===== src/hdl/e2h_sqrt.sv =====
`default_nettype none
// ----------------------------------------------------------------------------
// e2h_sqrt
// pipelined digit-by-digit square root of a 64-bit radicand, one result bit
// per stage, rounded to nearest
// ----------------------------------------------------------------------------
module e2h_sqrt #(
    parameter int TW = 1
) (
    input  wire logic          i_clk,
    input  wire logic          i_rst_n,
    input  wire logic          i_en,
    input  wire logic          i_vld,
    input  wire logic [63:0]   i_rad,
    input  wire logic [TW-1:0] i_tag,
    output logic               o_vld,
    output logic [32:0]        o_root,
    output logic [TW-1:0]      o_tag
);
    localparam int S = 32;

    logic [63:0]   r_rem [0:S];
    logic [63:0]   r_res [0:S];
    logic [TW-1:0] r_tag [0:S];
    logic [S:0]    r_vld;
    logic          r_ovld;

    always_ff @(posedge i_clk) begin
        if (i_en) begin
            r_rem[0] <= i_rad;
            r_res[0] <= '0;
            r_tag[0] <= i_tag;
        end
    end

    for (genvar i = 0; i < S; i++) begin : g_it
        localparam logic [63:0] BIT = 64'd1 << (62 - 2 * i);
        logic [64:0] n_trial;
        assign n_trial = {1'b0, r_res[i]} + {1'b0, BIT};
        always_ff @(posedge i_clk) begin
            if (i_en) begin
                if ({1'b0, r_rem[i]} >= n_trial) begin
                    r_rem[i+1] <= r_rem[i] - n_trial[63:0];
                    r_res[i+1] <= (r_res[i] >> 1) + BIT;
                end else begin
                    r_rem[i+1] <= r_rem[i];
                    r_res[i+1] <= r_res[i] >> 1;
                end
                r_tag[i+1] <= r_tag[i];
            end
        end
    end

    // remainder equals radicand minus root squared
    always_ff @(posedge i_clk) begin
        if (i_en) begin
            o_root <= 33'(r_res[S]) + 33'(r_rem[S] > r_res[S]);
            o_tag  <= r_tag[S];
        end
    end

    always_ff @(posedge i_clk) begin
        if (!i_rst_n) begin
            r_vld  <= '0;
            r_ovld <= 1'b0;
        end else if (i_en) begin
            r_vld  <= {r_vld[S-1:0], i_vld};
            r_ovld <= r_vld[S];
        end
    end

    assign o_vld = r_ovld;

endmodule
`default_nettype wire


===== config.mk =====
export PLATFORM = sky130hd
export DESIGN_NAME = e2h_sqrt
export DESIGN_NICKNAME = d
export VERILOG_FILES = /design/src/hdl/e2h_sqrt.sv
export SDC_FILE = /design/constraint.sdc
export NUM_CORES = 2
export LEC_CHECK = 0
export BUFFER_PORTS_ARGS = -buffer_cell sky130_fd_sc_hd__clkbuf_2
export CAP_MARGIN = 10
export CORE_UTILIZATION = 60
export DETAILED_ROUTE_END_ITERATION = 8
export HOLD_SLACK_MARGIN = 0.03
export PLACE_DENSITY_LB_ADDON = 0.25
export SETUP_SLACK_MARGIN = 0.15
export SLEW_MARGIN = 0
export SYNTH_ARGS = -nofsm -noshare
export SYNTH_HDL_FRONTEND = slang
export SYNTH_MEMORY_MAX_BITS = 65536
export SYNTH_SLANG_ARGS = --single-unit

===== constraint.sdc =====
create_clock -name i_clk -period 7.45 [get_ports i_clk]
set_input_delay 1.49 -clock i_clk [delete_from_list [all_inputs] [get_ports i_clk]]
set_output_delay 1.49 -clock i_clk [all_outputs]
set_load 0.05 [all_outputs]

==> results.md <==
- Min Tclk post-route: 5351 ps
- Maxcap violations: 0
- Crit-path max FO: 35
- Failing checks: design-rule violations
- Final non-filler cell total: 13,820
- Worst hold-check path type: reg2reg
- Total power: 44.94 mW
- Pwr/cell area: around 310 nW/um^2
- Syn-to-layout area delta: 10.20%
- Number of library cell types mapped by synthesis: 96
- Setup bufs post-CTS: 0
- Vias in the first global route: 82,350
- Setup crit start kind: flop
- Port Buffers: 103
- Design Area, Final: around 140,000 sq um
- Worst-path cell chain: ha_1 -> nor3_1 -> a2111o_1 -> a21oi_1 -> a211oi_1 -> o31ai_1 -> nor2b_1 -> clkinv_1 -> nand3b_1 -> or2_2 -> nor3_1 -> xor2_1
- Vias per cell: 6.211
- WL/cell: between 20 and 25 microns
- Critical path origin: r_rem[20][25]
- Fin. max-slew vios: 0
- DR top layer: met5
- WL met1: ~130,000 microns
- Util after Layout: 66.57%
- Met2 WL: 146,400 microns
- Highest cell delay on the worst timing path: ~1200 ps
- H-tree levels: 5
- FMAX: roughly 190 MHz
- Final wirelength: 315,600 microns
- Synth Flop Type: edfxtp_1
- Placed Cells: approximately 13,000
- VDD IR max: about 0.22 mV
- Status: finished with violations
- Drt pass-1 iters: 9
- Mapped Cells: about 11,000
- Worst Clk Skew: about 75 ps
- Worst path most repeated cell: nor3_1
- Pre-CTS setup slack: 1720 ps
- Net Count, Synth: approximately 11,000
- WHS: approximately 420 ps
- Least-Margin Pin Slew: roughly 1300 ps
- WP data required: 8080 ps
- CTS tree: yes
- Starting Density: a little over 60%
- Placer Congestion: 1.024
- Largest net degree at the start of global routing: roughly 190
- Post-synthesis async set-or-reset flop share: 0%
- IO Pins: roughly 100
- Max Root-Sink Buffers: 4
- Seq/Total Area, Yosys: around 62%
- Yosys warnings: 0
- GRT Total Usage: 28.13%
- Die extent in y: 469.6 microns
- Most frequent cells in the layout: edfxtp_1 (2,707), nand2_1 (885), inv_1 (740)
- Vias post-DR: approximately 86,000
- Leading cell type in the layout, fill and taps excluded: edfxtp_1
- Slew HR: between 10% and 20%
- Initial DRC count: 9,465
- Core area: between 200,000 and 250,000 sq um
- FF+latch count, synth: ~2,700
- Total CTS buffers: 300
- Final period util: between 70 and 80%
- Die width: 469.6 microns
- Post_cts resized: 0
- Arrival @ worst endpoint: 5990 ps
- Mean post-synth cell area: between 10 and 15 sq um
- Cts-stage hold buffer count: 0
- Synth area leaders: edfxtp_1 (62%), ha_1 (5.7%), xnor2_1 (3.5%), xor2_1 (3.0%), nand2_1 (2.5%)
- Post-DRT Antenna Nets: 0
- Root Buffer: clkbuf_16
- Setup WS post-layout: 2099 ps
- Dpl hpwl: 232,000 microns
- CP bufs+invs: 1
- Initial antenna violation count: 10
- Layout Nets: 11,420
- Reg clk slew, reported paths: about 60 ps
- Worst path slowest cell: clkinv_1
- Placed inst area: ~130,000 sq um
- Met3 WL post-DR: between 20,000 and 30,000 microns
- Hold Fails Final Rpt: 0
- Area of the die: approximately 220,000 sq um
- Post-route setup TNS: 0 ps
- Final setup vio count: 0
- Worst r2r src: r_rem[20][25]
- Synth area leader: edfxtp_1
- Largest delay share family, worst path: simple AND/OR/NAND/NOR gates
- Num rows: 171
- Proportion of layout cells with a drive suffix above 1: ~6.7%
- Hold_sp: r_tag[27]
- Synth top area share: between 60 and 70%
- Drt drc: 24
- Pleak: 54.01 nW
- Global-route wire length before repair: 480,600 microns
- Sink Count: approximately 2,700
- Post-synth EDFFs: 2,707
- CP Capture Type: flop
- Clock Latency Late Sink: 930 ps
- Unrepaired setup endpoints after global routing: no
- WS Path Type: reg2reg
- Post-Syn Area: between 100,000 and 150,000 sq um
- GRT overflow: 0
-- path summary, 6_finish.rpt --
kind	endpoint	slack, ps	cells after the start
worst min register to register	r_tag[28]	420	0
worst min-delay path	r_tag[28]	420	0
worst max register to register	r_rem[21][52]	2100	12
worst max-delay path	r_rem[21][52]	2100	12
-- kinds of logic (layout without fill, tap and decap cells) --
family	Yosys count	after routing	share of synthesized area, %
AOI/OAI and AO/OA	1930	1930	9.081
xor gates and xnor gates	966	966	6.449
adders and majority gates	594	594	5.665
buffers and inverters	1006	1417	2.900
DFF	2741	2741	62.48
muxes	99	99	0.8012
other	0	2	0
and+or+nand+nor	3219	3219	12.62
-- registers in the layout, indices dropped and copies added (netlist names) --
signal  count
r_rem    2112
o_root     33
o_vld       1
r_tag      33
r_res     528
o_tag       1
r_vld      33
-- layout make-up --
cell class / count / area [sq um]
Sequential cell: 2741 / 81970
Fill cell: 15350 / 72590
Multi-Input combinational cell: 6808 / 45480
Timing Repair Buffer: 163 / 1037
Tap cell: 2854 / 3571
Clock buffer: 346 / 7826
Clock inverter: 164 / 1884
Inverter: 744 / 2793
Antenna cell: 2 / 5.005
-- Yosys cell counts, drive strengths merged, types with 16 or more instances --
master / n
a2111oi: 18
a211oi: 49
a21boi: 19
a21o: 257
a21oi: 508
a31o: 17
a31oi: 44
and2: 38
and3: 44
buf: 26
clkbuf: 236
dfxtp: 34
edfxtp: 2707
ha: 594
inv: 741
mux2: 48
mux2i: 51
nand2: 885
nand2b: 121
nand3: 207
nand3b: 36
nand4: 177
nand4b: 21
nor2: 555
nor2b: 106
nor3: 290
nor3b: 26
nor4: 367
nor4b: 55
o211ai: 31
o21a: 75
o21ai: 638
o21bai: 62
o31a: 22
o31ai: 33
o41ai: 16
or2: 42
or3: 108
or4: 83
xnor2: 520
xor2: 446
-- worst reg2reg max path: stages, from the launching register on --
cell	delay [ps]
edfxtp_1	400
ha_1	370
nor3_1	280
a2111o_1	190
a21oi_1	100
a211oi_1	400
o31ai_1	200
nor2b_1	940
clkinv_1	1200
nand3b_1	560
or2_2	220
nor3_1	60
xor2_1	150
-- layer usage --
metal | global-route usage [%] | vias up
met5 | 0 | -
met4 | 8.113 | 6
met3 | 4.850 | 613
met2 | 44.62 | 3654
met1 | 39.99 | 41820
li1 | - | 39760
-- where the power goes --
group | internal [mW] | switching, mW
Clock | 8.94 | 5.90
Combinational | 3.58 | 5.52
Sequential | 19.5 | 1.55
Power figures use the tool's default switching activity.
